`config.mk`:
```
export PLATFORM = sky130hd
export DESIGN_NAME = sci_select
export DESIGN_NICKNAME = d
export VERILOG_FILES = /design/src/rtl/segment_circle_intersect_top_macros.svh /design/src/rtl/sci_pkg.sv /design/src/rtl/sci_select.sv
export SDC_FILE = /design/constraint.sdc
export NUM_CORES = 1
export LEC_CHECK = 0
export ABC_AREA = 1
export BUFFER_PORTS_ARGS = -buffer_cell sky130_fd_sc_hd__buf_4
export CAP_MARGIN = 20
export CORE_ASPECT_RATIO = 1.4
export CORE_UTILIZATION = 60
export CTS_BUF_LIST = sky130_fd_sc_hd__clkbuf_16
export CTS_CLUSTER_DIAMETER = 40
export DETAILED_ROUTE_END_ITERATION = 8
export GPL_ROUTABILITY_DRIVEN = 0
export PLACE_DENSITY = 0.8
export SYNTH_ARGS = -nofsm -noshare
export SYNTH_HDL_FRONTEND = slang
export SYNTH_SLANG_ARGS = --single-unit
```
`constraint.sdc`:
```
create_clock -name clk -period 2.7 [get_ports clk]
set_input_delay 0.27 -clock clk [delete_from_list [all_inputs] [get_ports clk]]
set_output_delay 0.27 -clock clk [all_outputs]
set_load 0.005 [all_outputs]
```
`src/rtl/segment_circle_intersect_top_macros.svh`:
```
// Assertion macros for the segment / circle intersection block.
// Needs clk in the scope of each use, and rst_n for SCI_ASSERT; no other dependencies.
`ifndef SEGMENT_CIRCLE_INTERSECT_TOP_MACROS_SVH
`define SEGMENT_CIRCLE_INTERSECT_TOP_MACROS_SVH
`ifndef NO_ASSERTIONS
`define SCI_ASSERT(lbl, prop) \
    lbl: assert property (@(posedge clk) disable iff (!rst_n) prop) \
        else $error("segment circle intersect: check failed");
`define SCI_ASSERT_ALWAYS(lbl, prop) \
    lbl: assert property (@(posedge clk) prop) \
        else $error("segment circle intersect: check failed in reset");
`else
`define SCI_ASSERT(lbl, prop)
`define SCI_ASSERT_ALWAYS(lbl, prop)
`endif
`endif

```
`src/rtl/sci_pkg.sv`:
```
// Shared types for the segment / circle intersection pipeline.
// No dependencies; used by every module of the block.
package sci_pkg;

    typedef struct packed {
        logic valid;
        logic miss;
    } sci_ctrl_t;

    typedef struct packed {
        logic hit;
        logic exit_root;
    } sci_flags_t;

    typedef enum logic [1:0] {
        FILL_EMPTY = 2'd0,
        FILL_ONE   = 2'd1,
        FILL_TWO   = 2'd2
    } fill_t;

endpackage

```
`src/rtl/sci_select.sv`:
```
// Root selection: numerators and range checks in two stages.
// Depends on sci_pkg.
module sci_select #(
    parameter int COORD_BITS = 16,
    parameter int PARAM_FRAC_BITS = 16,
    localparam int W   = 2 * COORD_BITS + 2,
    localparam int RW  = 2 * COORD_BITS + 2 + PARAM_FRAC_BITS,
    localparam int NW  = 2 * COORD_BITS + 5 + PARAM_FRAC_BITS,
    localparam int NDW = W + PARAM_FRAC_BITS
) (
    input  logic                 clk,
    input  logic                 rst_n,
    input  logic                 en,
    input  sci_pkg::sci_ctrl_t   ctrl_in,
    input  logic [RW-1:0]        root_in,
    input  logic                 rem_nz,
    input  logic [W-1:0]         a_in,
    input  logic signed [W-1:0]  h_in,
    output logic                 valid_out,
    output sci_pkg::sci_flags_t  flags_out,
    output logic [NDW-1:0]       num_out,
    output logic [W-1:0]         a_out
);

    localparam int F = PARAM_FRAC_BITS;

    logic signed [NW-1:0] x, fl, ce;
    sci_pkg::sci_ctrl_t   ctrl_reg;
    logic signed [NW-1:0] n1_reg, t1_reg, n2_reg, t2_reg, lim_reg;
    logic [W-1:0]         a1_reg;
    logic                 take1, take2;
    logic                 valid_reg;
    sci_pkg::sci_flags_t  flags_reg;
    logic [NDW-1:0]       num_reg;
    logic [W-1:0]         a2_reg;

    always_comb
    begin
        x  = (-NW'(h_in)) <<< F;
        fl = $signed(NW'(root_in));
        ce = fl + $signed(NW'(rem_nz));
    end

    always_comb
    begin
        take1 = !ctrl_reg.miss && !n1_reg[NW-1] && (t1_reg <= lim_reg);
        take2 = !ctrl_reg.miss && !take1 && !n2_reg[NW-1] && (t2_reg <= lim_reg);
    end

    always_ff @(posedge clk or negedge rst_n)
    begin
        if (!rst_n)
        begin
            ctrl_reg  <= '0;
            valid_reg <= 1'b0;
        end
        else if (en)
        begin
            ctrl_reg  <= ctrl_in;
            valid_reg <= ctrl_reg.valid;
        end
    end

    always_ff @(posedge clk)
    begin
        if (en)
        begin
            n1_reg              <= x - ce;
            t1_reg              <= x - fl;
            n2_reg              <= x + fl;
            t2_reg              <= x + ce;
            lim_reg             <= $signed(NW'(a_in)) <<< F;
            a1_reg              <= a_in;
            flags_reg.hit       <= take1 || take2;
            flags_reg.exit_root <= take2;
            num_reg             <= take1 ? NDW'(n1_reg) : NDW'(n2_reg);
            a2_reg              <= a1_reg;
        end
    end

    assign valid_out = valid_reg;
    assign flags_out = flags_reg;
    assign num_out   = num_reg;
    assign a_out     = a2_reg;

endmodule

```
==> impl_metrics.json, run 1 <==
{
  "status": "aborted with a tool error",
  "stop_stage": "clock tree synthesis (4_1_cts)",
  "firstError": "[ERROR DPL-0033] detailed placement checks failed during check placement.",
  "die_w_um": 177,
  "synth_adder_area_share": 0.104,
  "cts_inserted_buffers": 38,
  "hpwl_mm": 95.0,
  "synth_most_common_cell": "nand2_1",
  "htree_num_levels": 2,
  "clock_path_buffers": 3,
  "synthTopCellsByCount": "nand2_1, inv_1, nor2_1, edfxtp_1, nand3_1",
  "synth_cell_types": 42,
  "placed_area_sq_um": 35500,
  "cts_hold_buf": 43,
  "yosys_warnings": 0,
  "synth_top_family_by_area": "simple AND/OR/NAND/NOR gates",
  "synth_nets": 3754,
  "synth_edf_count": 326,
  "synth.avg_cell_area_sq_um": 7.56,
  "synthCells": 3417,
  "synth.area.top_cells": "edfxtp_1, nand2_1, ha_1",
  "synth-xor-area-share": 0.0628,
  "cts-root-buf": "clkbuf_16",
  "synthesis.area_sq_um": 25800,
  "synth_area_leader_cell": "edfxtp_1",
  "numPortBuffers": 210,
  "fp.dieH_um": 247,
  "ys_seq_area_frac": 0.382,
  "synth_ff_type": "edfxtp_1",
  "synth_compound_area_frac": 0.0963,
  "io_pins": 211,
  "synth_top_area_share": 0.379,
  "synthArstFlopShare": 0.00912,
  "ys_ff_latch": 329,
  "cts_setup_buffers": 137,
  "start_util": 0.610,
  "synth_simple_gate_area_share": 0.268,
  "cts.sinks": 329,
  "cts_resized": 910,
  "placedCellCount": 4985,
  "num_rows": 89,
  "muxShareOfSynthArea": 0.000436
}
kinds of logic after synthesis:
family / Yosys count
and+or+nand+nor: 1637
DFF: 329
xor gates and xnor gates: 185
buffers and inverters: 591
adders and majority gates: 213
AOI/OAI and AO/OA: 461
muxes: 1
stage by stage:
step	utilization	hold slack, ns	worst slack [ns]
after floorplan	-	-0.0256	-0.553
after global placement	0.839	0.0588	-1.44
after detailed placement	0.839	0.0613	-1.49
==> run 2, diff against run 1 <==
Settings changed: CORE_ASPECT_RATIO 1.4 to unset, CORE_UTILIZATION 60 to 40, CTS_BUF_LIST sky130_fd_sc_hd__clkbuf_16 to unset, CTS_CLUSTER_DIAMETER 40 to unset, PLACE_DENSITY 0.8 to unset, PLACE_DENSITY_LB_ADDON set to 0.15.
==> run 2 against run 1 <==
  * Synthesized cell count stayed put
  * The flow now finishes, with violations (negative setup slack)
  * Area after synthesis stayed put
==> impl_metrics.json, run 2 <==
{
  "antenna_found_initial": 4,
  "muxShareOfSynthArea": 0.000436,
  "core_sq_um": 63400,
  "synthesis.area_sq_um": 25800,
  "largest_reg_flops": 53,
  "htree_num_levels": 2,
  "drtIter0Drc": 3671,
  "synth.avg_cell_area_sq_um": 7.56,
  "worst_slew_pin_slew_ns": 0.758,
  "clk_latency_ns": 0.58,
  "violations": "negative setup slack",
  "hold_violations": 0,
  "multiInputGateArea_sq_um": 19600,
  "synth_top_area_share": 0.379,
  "num_rows": 92,
  "fillers": 4417,
  "status": "finished, violations left",
  "critPathMaxFanout": 8,
  "crit_path_start_kind": "primary input",
  "ant_nets": 0,
  "synth-xor-area-share": 0.0628,
  "final_util": 0.710,
  "numPortBuffers": 210,
  "start_util": 0.407,
  "grt_usage": 0.349,
  "hpwl_mm": 94.7,
  "drv_cap": 0,
  "worstRegToRegCells": 12,
  "io_pins": 211,
  "slew_headroom": 0.495,
  "stdcell_area_sq_um": 45000,
  "synthArstFlopShare": 0.00912,
  "mostFrequentLayoutCells": "buf_4, nand2_1, inv_1",
  "fp.dieH_um": 256,
  "synth_most_common_cell": "nand2_1",
  "slew_violations": 0,
  "synth_adder_area_share": 0.104,
  "post-route-min-period_ns": 3.39,
  "drt_pass1_iterations": 7,
  "synth.area.top_cells": "edfxtp_1, nand2_1, ha_1",
  "cts.sinks": 329,
  "synth_area_leader_cell": "edfxtp_1",
  "skew_ns": 0.0205,
  "clock_path_buffers": 3,
  "die_area_sq_um": 65600,
  "synth_top_family_by_area": "simple AND/OR/NAND/NOR gates",
  "synth_compound_area_frac": 0.0963,
  "die_w_um": 256,
  "peakVddDrop_uv": 366,
  "period_share": 1.25,
  "synth_simple_gate_area_share": 0.268,
  "crit_path_end_kind": "flop",
  "area_growth_pct": 74.4,
  "first_global_vias": 28700,
  "wl_per_cell_um": 22.4,
  "leakage_uw": 0.0204,
  "rsz0062_at_grt": "yes",
  "synth_ff_type": "edfxtp_1",
  "synth_cell_types": 42,
  "hold_class": "in -> async",
  "viasPerCell": 5.50,
  "grt_pass1_wl_mm": 170,
  "fin_nets": 5066,
  "cts_inserted_buffers": 40,
  "cts_tree": "done",
  "placed_area_sq_um": 36300,
  "synth_nets": 3754,
  "ys_ff_latch": 329,
  "ys_seq_area_frac": 0.382,
  "grt_max_degree": 42,
  "fmax_mhz": 295,
  "worstPathArrival_ns": 3.73,
  "setup_violations": 107,
  "cts-root-buf": "clkbuf_16",
  "drive_gt1_frac": 0.503,
  "cp_data_required_time_ns": 3.04,
  "drc": 0,
  "yosys_warnings": 0,
  "num_vias": 30900,
  "synthCells": 3417,
  "final_common_cell": "buf_4",
  "synthTopCellsByCount": "nand2_1, inv_1, nor2_1, edfxtp_1, nand3_1",
  "post-route-worst-setup-slack_ns": -0.688,
  "overflow": 0,
  "synth_edf_count": 326,
  "ff_latch_area_sq_um": 9860,
  "critPathKind": "in -> reg",
  "powerDensity_nw_per_um2": 464,
  "routed_wl_mm": 125,
  "clk_pin_slew_ns": 0.07
}
run 2: final cells by class:
cell class                 count  share of cell area
antenna                        1           0.0000556
clock buffer                  45              0.0231
clock inverter                28             0.00726
inverter                     528              0.0465
multi-input combinational   2497               0.436
sequential                   329               0.219
tap                          846              0.0235
timing repair buffer        1333               0.244
run 2: worst paths after layout:
kind	slack [ns]	start	to
setup reg to reg	0.05	a1_reg[12]	num_out[29]
hold / removal	0.02	rst_n	ctrl_reg[0]
min in group clk	0.04	root_in[4]	n2_reg[4]
hold reg to reg	0.45	a1_reg[24]	a_out[24]
max in group asynchronous	2.59	rst_n	valid_out
setup / recovery	-0.69	rem_nz	n1_reg[33]
run 2: power breakdown:
part	internal, uW	switching [uW]	total, uW	leakage, uW
logic	3660	4820	8480	0.0165
registers	6450	241	6690	0.00323
clock network	3380	2320	5710	0.000660
total	13500	7380	20900	0.0204
run 2: timing repair:
item	4_1_cts	5_1_grt
hold buffers	41	0
pin swaps	250	354
setup endpoints to repair	113	169
resized for setup	604	807
setup buffers	81	98
hold endpoints to repair	43	0
run 2: per-stage QoR:
step                      worst slack [ns]  TNS [ns]  power (uW)  hold WS (ns)  cells
after floorplan                     -0.553    -25.42        9520       -0.0256   3417
after global placement               -1.54   -122.37       13000        0.0615   5334
after detailed placement             -1.55   -126.04       13100        0.0628   5334
after CTS                           -0.431    -22.15       19500       0.00761   5525
after global routing                -0.771    -49.41       21600        0.0304   5606
final                               -0.688    -36.53       20900        0.0183   5607
run 2: worst max-delay path: stages:
cell     delay, ns
buf_6         0.07
ha_4          0.16
buf_6         0.10
ha_4          0.13
nand2_4       0.05
nor2_4        0.24
nand3_4       0.12
nor3_4        0.28
nand3_2       0.16
nor2_4        0.18
buf_6         0.12
xor2_2        0.16
inv_1         0.10
ha_4          0.29
nor2_4        0.20
nand2_4       0.10
nor2_4        0.14
inv_4         0.07
nor2_4        0.13
nand4_1       0.38
nand3_1       0.18
nand2_1       0.07
run 2: cells by family (layout without fill, tap and decap cells):
logic type      after synthesis  in the layout
flops                       329            329
compound gates              461            461
buf+inv                     591           1934
fa+ha+maj                   213            213
xor+xnor                    185            185
mux                           1              1
other cells                   0              1
simple gates               1637           1637
run 2: layer usage:
metal	GRT usage	part of all wire	wire length (um)
met1	0.442	0.37	46800
met2	0.544	0.43	54200
met3	0.0674	0.11	13500
met4	0.223	0.087	11000
met5	0	0.00021	26
Power figures use the tool's default switching activity.
