$ cat src/rtl/segment_circle_intersect_top_macros.svh
// Assertion macros for the segment / circle intersection block.
// Needs clk in the scope of each use, and rst_n for SCI_ASSERT; no other dependencies.
`ifndef SEGMENT_CIRCLE_INTERSECT_TOP_MACROS_SVH
`define SEGMENT_CIRCLE_INTERSECT_TOP_MACROS_SVH
`ifndef NO_ASSERTIONS
`define SCI_ASSERT(lbl, prop) \
    lbl: assert property (@(posedge clk) disable iff (!rst_n) prop) \
        else $error("segment circle intersect: check failed");
`define SCI_ASSERT_ALWAYS(lbl, prop) \
    lbl: assert property (@(posedge clk) prop) \
        else $error("segment circle intersect: check failed in reset");
`else
`define SCI_ASSERT(lbl, prop)
`define SCI_ASSERT_ALWAYS(lbl, prop)
`endif
`endif

$ cat src/rtl/sci_pkg.sv
// Shared types for the segment / circle intersection pipeline.
// No dependencies; used by every module of the block.
package sci_pkg;

    typedef struct packed {
        logic valid;
        logic miss;
    } sci_ctrl_t;

    typedef struct packed {
        logic hit;
        logic exit_root;
    } sci_flags_t;

    typedef enum logic [1:0] {
        FILL_EMPTY = 2'd0,
        FILL_ONE   = 2'd1,
        FILL_TWO   = 2'd2
    } fill_t;

endpackage

$ cat src/rtl/sci_div.sv
// Pipelined restoring divider, one quotient bit per stage, MSB first.
// Depends on sci_pkg.
module sci_div #(
    parameter int COORD_BITS = 16,
    parameter int PARAM_FRAC_BITS = 16,
    localparam int W   = 2 * COORD_BITS + 2,
    localparam int F   = PARAM_FRAC_BITS,
    localparam int NDW = W + PARAM_FRAC_BITS
) (
    input  logic                clk,
    input  logic                rst_n,
    input  logic                en,
    input  logic                valid_in,
    input  sci_pkg::sci_flags_t flags_in,
    input  logic [NDW-1:0]      num_in,
    input  logic [W-1:0]        a_in,
    output logic                valid_out,
    output sci_pkg::sci_flags_t flags_out,
    output logic [F:0]          quot_out
);

    logic                valid_reg [F+1];
    sci_pkg::sci_flags_t flags_reg [F+1];
    logic [F:0]          q_reg     [F+1];
    logic [NDW-1:0]      rem_reg   [F];
    logic [W-1:0]        a_reg     [F];

    for (genvar i = 0; i <= F; i++)
    begin : g_stage
        localparam int B = F - i;
        logic                valid_src;
        sci_pkg::sci_flags_t flags_src;
        logic [F:0]          q_src;
        logic [NDW-1:0]      rem_src, a_sh;
        logic [W-1:0]        a_src;
        logic                ge;

        if (i == 0)
        begin : g_first
            assign valid_src = valid_in;
            assign flags_src = flags_in;
            assign q_src     = '0;
            assign rem_src   = num_in;
            assign a_src     = a_in;
        end
        else
        begin : g_next
            assign valid_src = valid_reg[i-1];
            assign flags_src = flags_reg[i-1];
            assign q_src     = q_reg[i-1];
            assign rem_src   = rem_reg[i-1];
            assign a_src     = a_reg[i-1];
        end

        assign a_sh = NDW'(a_src) << B;
        assign ge   = rem_src >= a_sh;

        always_ff @(posedge clk or negedge rst_n)
        begin
            if (!rst_n)
            begin
                valid_reg[i] <= 1'b0;
            end
            else if (en)
            begin
                valid_reg[i] <= valid_src;
            end
        end

        always_ff @(posedge clk)
        begin
            if (en)
            begin
                flags_reg[i] <= flags_src;
                q_reg[i]     <= q_src | ((F+1)'(ge) << B);
            end
        end

        if (i < F)
        begin : g_rem
            always_ff @(posedge clk)
            begin
                if (en)
                begin
                    rem_reg[i] <= ge ? rem_src - a_sh : rem_src;
                    a_reg[i]   <= a_src;
                end
            end
        end
    end

    assign valid_out = valid_reg[F];
    assign flags_out = flags_reg[F];
    assign quot_out  = q_reg[F];

endmodule

$ cat config.mk
export PLATFORM = sky130hd
export DESIGN_NAME = sci_div
export DESIGN_NICKNAME = d
export VERILOG_FILES = /design/src/rtl/segment_circle_intersect_top_macros.svh /design/src/rtl/sci_pkg.sv /design/src/rtl/sci_div.sv
export SDC_FILE = /design/constraint.sdc
export NUM_CORES = 2
export LEC_CHECK = 0
export BUFFER_PORTS_ARGS = -buffer_cell sky130_fd_sc_hd__buf_2
export CAP_MARGIN = 25
export CORE_ASPECT_RATIO = 0.7
export CORE_UTILIZATION = 60
export CTS_BUF_LIST = sky130_fd_sc_hd__clkbuf_4 sky130_fd_sc_hd__clkbuf_8 sky130_fd_sc_hd__clkbuf_16
export CTS_CLUSTER_SIZE = 10
export DETAILED_ROUTE_END_ITERATION = 7
export PLACE_DENSITY = 0.76
export SYNTH_ARGS = -nofsm -noshare
export SYNTH_HDL_FRONTEND = slang
export SYNTH_SLANG_ARGS = --single-unit
$ cat constraint.sdc
create_clock -name clk -period 5 [get_ports clk]
set_input_delay 1.5 -clock clk [delete_from_list [all_inputs] [get_ports clk]]
set_output_delay 1.5 -clock clk [all_outputs]
set_load 0.02 [all_outputs]
==> flow_summary.rst <==
.. list-table::
   :header-rows: 1

   * - Metric
     - Value
   * - Layout fillers
     - 10,900
   * - Weighted congestion at the end of routability-driven global placement
     - around 0.97
   * - Power density over the cells
     - 600 mW/mm^2
   * - Total of buffers placed on input and output ports
     - 109
   * - Relative max-transition margin
     - 0.270
   * - Total overflow reported by the global router
     - 0
   * - Initial antenna violation count
     - 16
   * - #FFs+latches synth
     - 1,548
   * - Critical Path Slowest Stage Cell
     - nor4b_1
   * - Hold bufs inserted after CTS
     - 0
   * - Clock buffers created by TritonCTS
     - 177
   * - Total net switching power
     - ~22 mW
   * - DRC violation count after routing
     - 0
   * - Wire length of the first global-routing pass
     - 355,000 um
   * - Starting utilization of the core area
     - 0.609
   * - Data required time of the worst path
     - 5.53 ns
   * - Area share of fa/ha/maj cells after synthesis
     - 0.0863
   * - Max rail drop VDD
     - 399 uV
   * - DP Wirelength
     - 182,000 um
   * - Post-synthesis simple-gate area fraction
     - 0.105
   * - Fraction of the mapped netlist area in compound gates
     - 0.156
   * - Hold Violations, Final
     - 0
   * - Int Power
     - ~35 mW
   * - Standard-cell rows
     - 116
   * - Worst Setup Path Type
     - reg2reg
   * - Clock tree from TritonCTS
     - done
   * - Total Nets Final
     - 8,837
   * - Number of synthesized flops with an enable pin
     - 1,531
   * - Share of cells above drive strength 1
     - 0.0879
   * - Total via count after detailed routing
     - between 60,000 and 70,000
   * - Slew of the pin with the lowest slew margin
     - 1.08 ns
   * - Average cell area after synthesis
     - 11.0 um^2
   * - Clock root buffer
     - clkbuf_16
   * - Run status
     - completed
   * - Post-route core utilization
     - 0.669
   * - Area growth, synth to finish
     - 9.87%
   * - Via count of the first global-routing pass
     - just under 60,000
   * - Largest net degree at the start of global routing
     - 112
   * - Yosys warnings
     - 0
   * - DR WL/cell
     - 23.2 um
   * - CP Capture Type
     - flip-flop
   * - Num Clock Sinks
     - 1,548
   * - Arrival time reported for the critical path endpoint
     - 5.15 ns
   * - Class of the most critical hold timing path
     - reg2reg
   * - Reg2Reg Depth
     - 14
   * - Post-synthesis share of cell area spent on xor and xnor gates
     - 0.0570
   * - Syn nets
     - 8,634
   * - Total negative slack
     - 0 ns
   * - Worst Hold End
     - q_reg[0][135]
   * - Number of distinct library cells after synthesis
     - 102
   * - Terminus of the critical flop-to-flop path
     - rem_reg[1][297]
   * - Crit path top cell by count
     - o21ai_0
   * - Insertion delay of the later-clocked pin in the worst-skew pair
     - slightly above 0.8 ns
   * - Source of the worst hold timing path
     - q_reg[0][118]
   * - Number of nets with antenna violations after routing
     - 0
   * - Largest fanout on the critical path
     - 4
   * - Tmin final
     - 4.62 ns
   * - Max Root-Sink Buffers
     - 3
   * - Setup slack of the most critical reg-to-reg path
     - 0.38 ns
   * - Number of post-CTS setup repair buffers
     - 0
   * - Number of buffers and inverters on the critical path
     - 2
   * - Final slew viol count
     - 0
   * - Dominant combinational cell family by area after synthesis
     - compound AO/OA/AOI/OAI gates
   * - Critical Path Max Stage Delay
     - 0.51 ns
   * - Clk network pwr share
     - 0.202
   * - Switching Share
     - 0.387
   * - Cells along the critical path
     - inv_1, ha_1, inv_1, fa_1, a21oi_1, o21ai_0, a21oi_1, o21ai_0, o21a_1, a41oi_1, o21ai_0, nand2_1, nor4b_1, xor2_1
   * - Primary flip-flop cell chosen by synthesis mapping
     - edfxtp_1
   * - I/O pin count
     - 110
   * - Die Area
     - 0.147 mm^2
   * - Total Routed Length
     - between 200,000 and 250,000 um
   * - Relative contribution of combinational cells to total power
     - 0.434
   * - Final cycle utilization of the critical path
     - 0.923
   * - Unrepaired setup endpoints after global routing
     - false
   * - Sequential cell fraction of total power
     - 0.364
   * - Count of mapped cells out of synthesis
     - 7,950
   * - Async set-reset flop share out of synthesis
     - 0.0110
   * - Clk pin slew, worst setup/hold paths
     - about 0.05 ns
   * - Number of cells upsized or downsized after cts
     - 0
   * - Deepest level of the CTS H-tree
     - 4
   * - GRT Resource Usage Total
     - 0.317
   * - Clock skew after layout
     - 0.0314 ns
   * - Max Cap Violations
     - 0
   * - Cell family contributing the most delay on the critical path
     - compound AO/OA/AOI/OAI gates
   * - Cell depth of the worst min-delay path
     - 0
   * - Vert. Die Dim
     - 322 um
   * - Startpoint types
     - flip-flop
   * - Combined area of all synthesized cells
     - 0.0875 mm^2
   * - Share of cell area taken by muxes after synthesis
     - 0.0218
   * - Seq/Total Area, Yosys
     - 0.530
   * - Std-Cell Core Area
     - between 0.1 and 0.15 mm^2
   * - Leakage Power
     - 39.0 nW
   * - 1st-pass router iterations
     - 6
   * - Startpoint of the most critical register-to-register path
     - rem_reg[1][203]
   * - Maximum achievable frequency
     - 217 MHz
   * - Number of flip-flops under the largest register name
     - 800
   * - Total of endpoints with negative setup slack in the final report
     - 0
   * - Width of the die
     - 459 um
   * - Post-detailed-route via-to-cell ratio
     - roughly 6.3
   * - Drt initial violations
     - 8,488
-- Yosys cell counts, drive strengths merged (36+ instances only) --
| cell | n | area, um^2 |
|---|---|---|
| nand3 | 139 | 701 |
| o21bai | 93 | 698 |
| and3 | 53 | 332 |
| mux2 | 158 | 1780 |
| a21oi | 805 | 4030 |
| a211oi | 38 | 285 |
| nor2 | 567 | 2130 |
| nand2 | 472 | 1770 |
| a21o | 350 | 2640 |
| nor4 | 75 | 475 |
| nand2b | 70 | 438 |
| o211ai | 36 | 270 |
| o21ai | 415 | 2080 |
| xnor2 | 330 | 2890 |
| ha | 578 | 7230 |
| nand4 | 113 | 707 |
| nor3 | 107 | 541 |
| edfxtp | 1531 | 46000 |
| o21a | 89 | 668 |
| o31ai | 57 | 457 |
| buf | 65 | 307 |
| a31oi | 66 | 419 |
| inv | 752 | 2820 |
| clkbuf | 174 | 653 |
| xor2 | 240 | 2100 |
| nor2b | 82 | 513 |
-- power by group through the flow --
stage / combinational [mW] / sequential, mW / clock [mW]
CTS: 24.3 / 20.9 / 11.8
global placement: 23.6 / 21.1 / 0
floorplan: 17.8 / 20.0 / 0
global route: 27.2 / 21.3 / 12.3
detailed placement: 24.0 / 21.1 / 0
finish: 25.0 / 21.0 / 11.7
-- how the worst max path moves through the flow --
stage | cells after the start | start | slack [ns] | to
after CTS | 15 | rem_reg[1][154] | 0.60 | rem_reg[1][247]
after floorplan | 16 | num_in[16] | 0.40 | rem_reg[0][21]
after global routing | 12 | rem_reg[1][165] | 0.23 | rem_reg[1][247]
after detailed placement | 16 | num_in[16] | 0.14 | rem_reg[0][18]
after global placement | 16 | num_in[16] | 0.07 | rem_reg[0][23]
final | 14 | rem_reg[1][203] | 0.38 | rem_reg[1][297]
-- per-layer routing --
metal,vias to the layer above,track usage,wire [um]
met5,-,0,44
met4,8,0.0580,3220
met3,283,0.104,32900
met2,3192,0.378,83800
met1,30600,0.538,116000
li1,29600,-,-
-- placed cells by master (no fill, tap or decap), drive strengths merged, types with 89 or more instances in the layout --
master | synthesis | routed
a21o | 350 | 350
a21oi | 805 | 805
buf | 65 | 263
clkbuf | 174 | 209
edfxtp | 1531 | 1531
ha | 578 | 578
inv | 752 | 757
mux2 | 158 | 158
nand2 | 472 | 472
nand3 | 139 | 139
nand4 | 113 | 113
nor2 | 567 | 567
nor3 | 107 | 107
o21a | 89 | 89
o21ai | 415 | 415
o21bai | 93 | 93
xnor2 | 330 | 330
xor2 | 240 | 240
-- per-stage QoR --
step / std cells / power [mW] / cell area, um^2 / setup WS (ns) / hold WS (ns)
finish: 10200 / 57.7 / 96200 / 0.383 / 0.413
global route: 10200 / 60.8 / 96200 / 0.232 / 0.419
detailed placement: 9919 / 45.1 / 91300 / 0.140 / 0.405
CTS: 10100 / 57.0 / 96200 / 0.596 / 0.411
floorplan: 7950 / 37.8 / 87500 / 0.396 / 0.400
global placement: 9917 / 44.7 / 91200 / 0.0719 / 0.400
-- final cells by class --
| class | instances | area (um^2) | share of cell area |
|---|---|---|---|
| sequential | 1548 | 46400 | 0.482 |
| multi-input combinational | 5411 | 37400 | 0.389 |
| clock buffer | 209 | 4710 | 0.0490 |
| inverter | 752 | 2820 | 0.0293 |
| tap | 1947 | 2440 | 0.0253 |
| timing repair buffer | 263 | 2170 | 0.0225 |
| clock inverter | 21 | 208 | 0.00216 |
| antenna | 1 | 2.50 | 0.0000260 |
-- cells by family (layout without fill, tap and decap cells) --
| logic type | count (synthesis) | in the layout |
|---|---|---|
| AO/OA/AOI/OAI | 2183 | 2183 |
| multiplexers | 171 | 171 |
| other | 0 | 1 |
| buffers and inverters | 991 | 1245 |
| flip-flops | 1548 | 1548 |
| XOR/XNOR | 570 | 570 |
| adder cells (fa/ha/maj) | 594 | 594 |
| AND/OR/NAND/NOR | 1893 | 1893 |
Power figures use the tool's default switching activity.
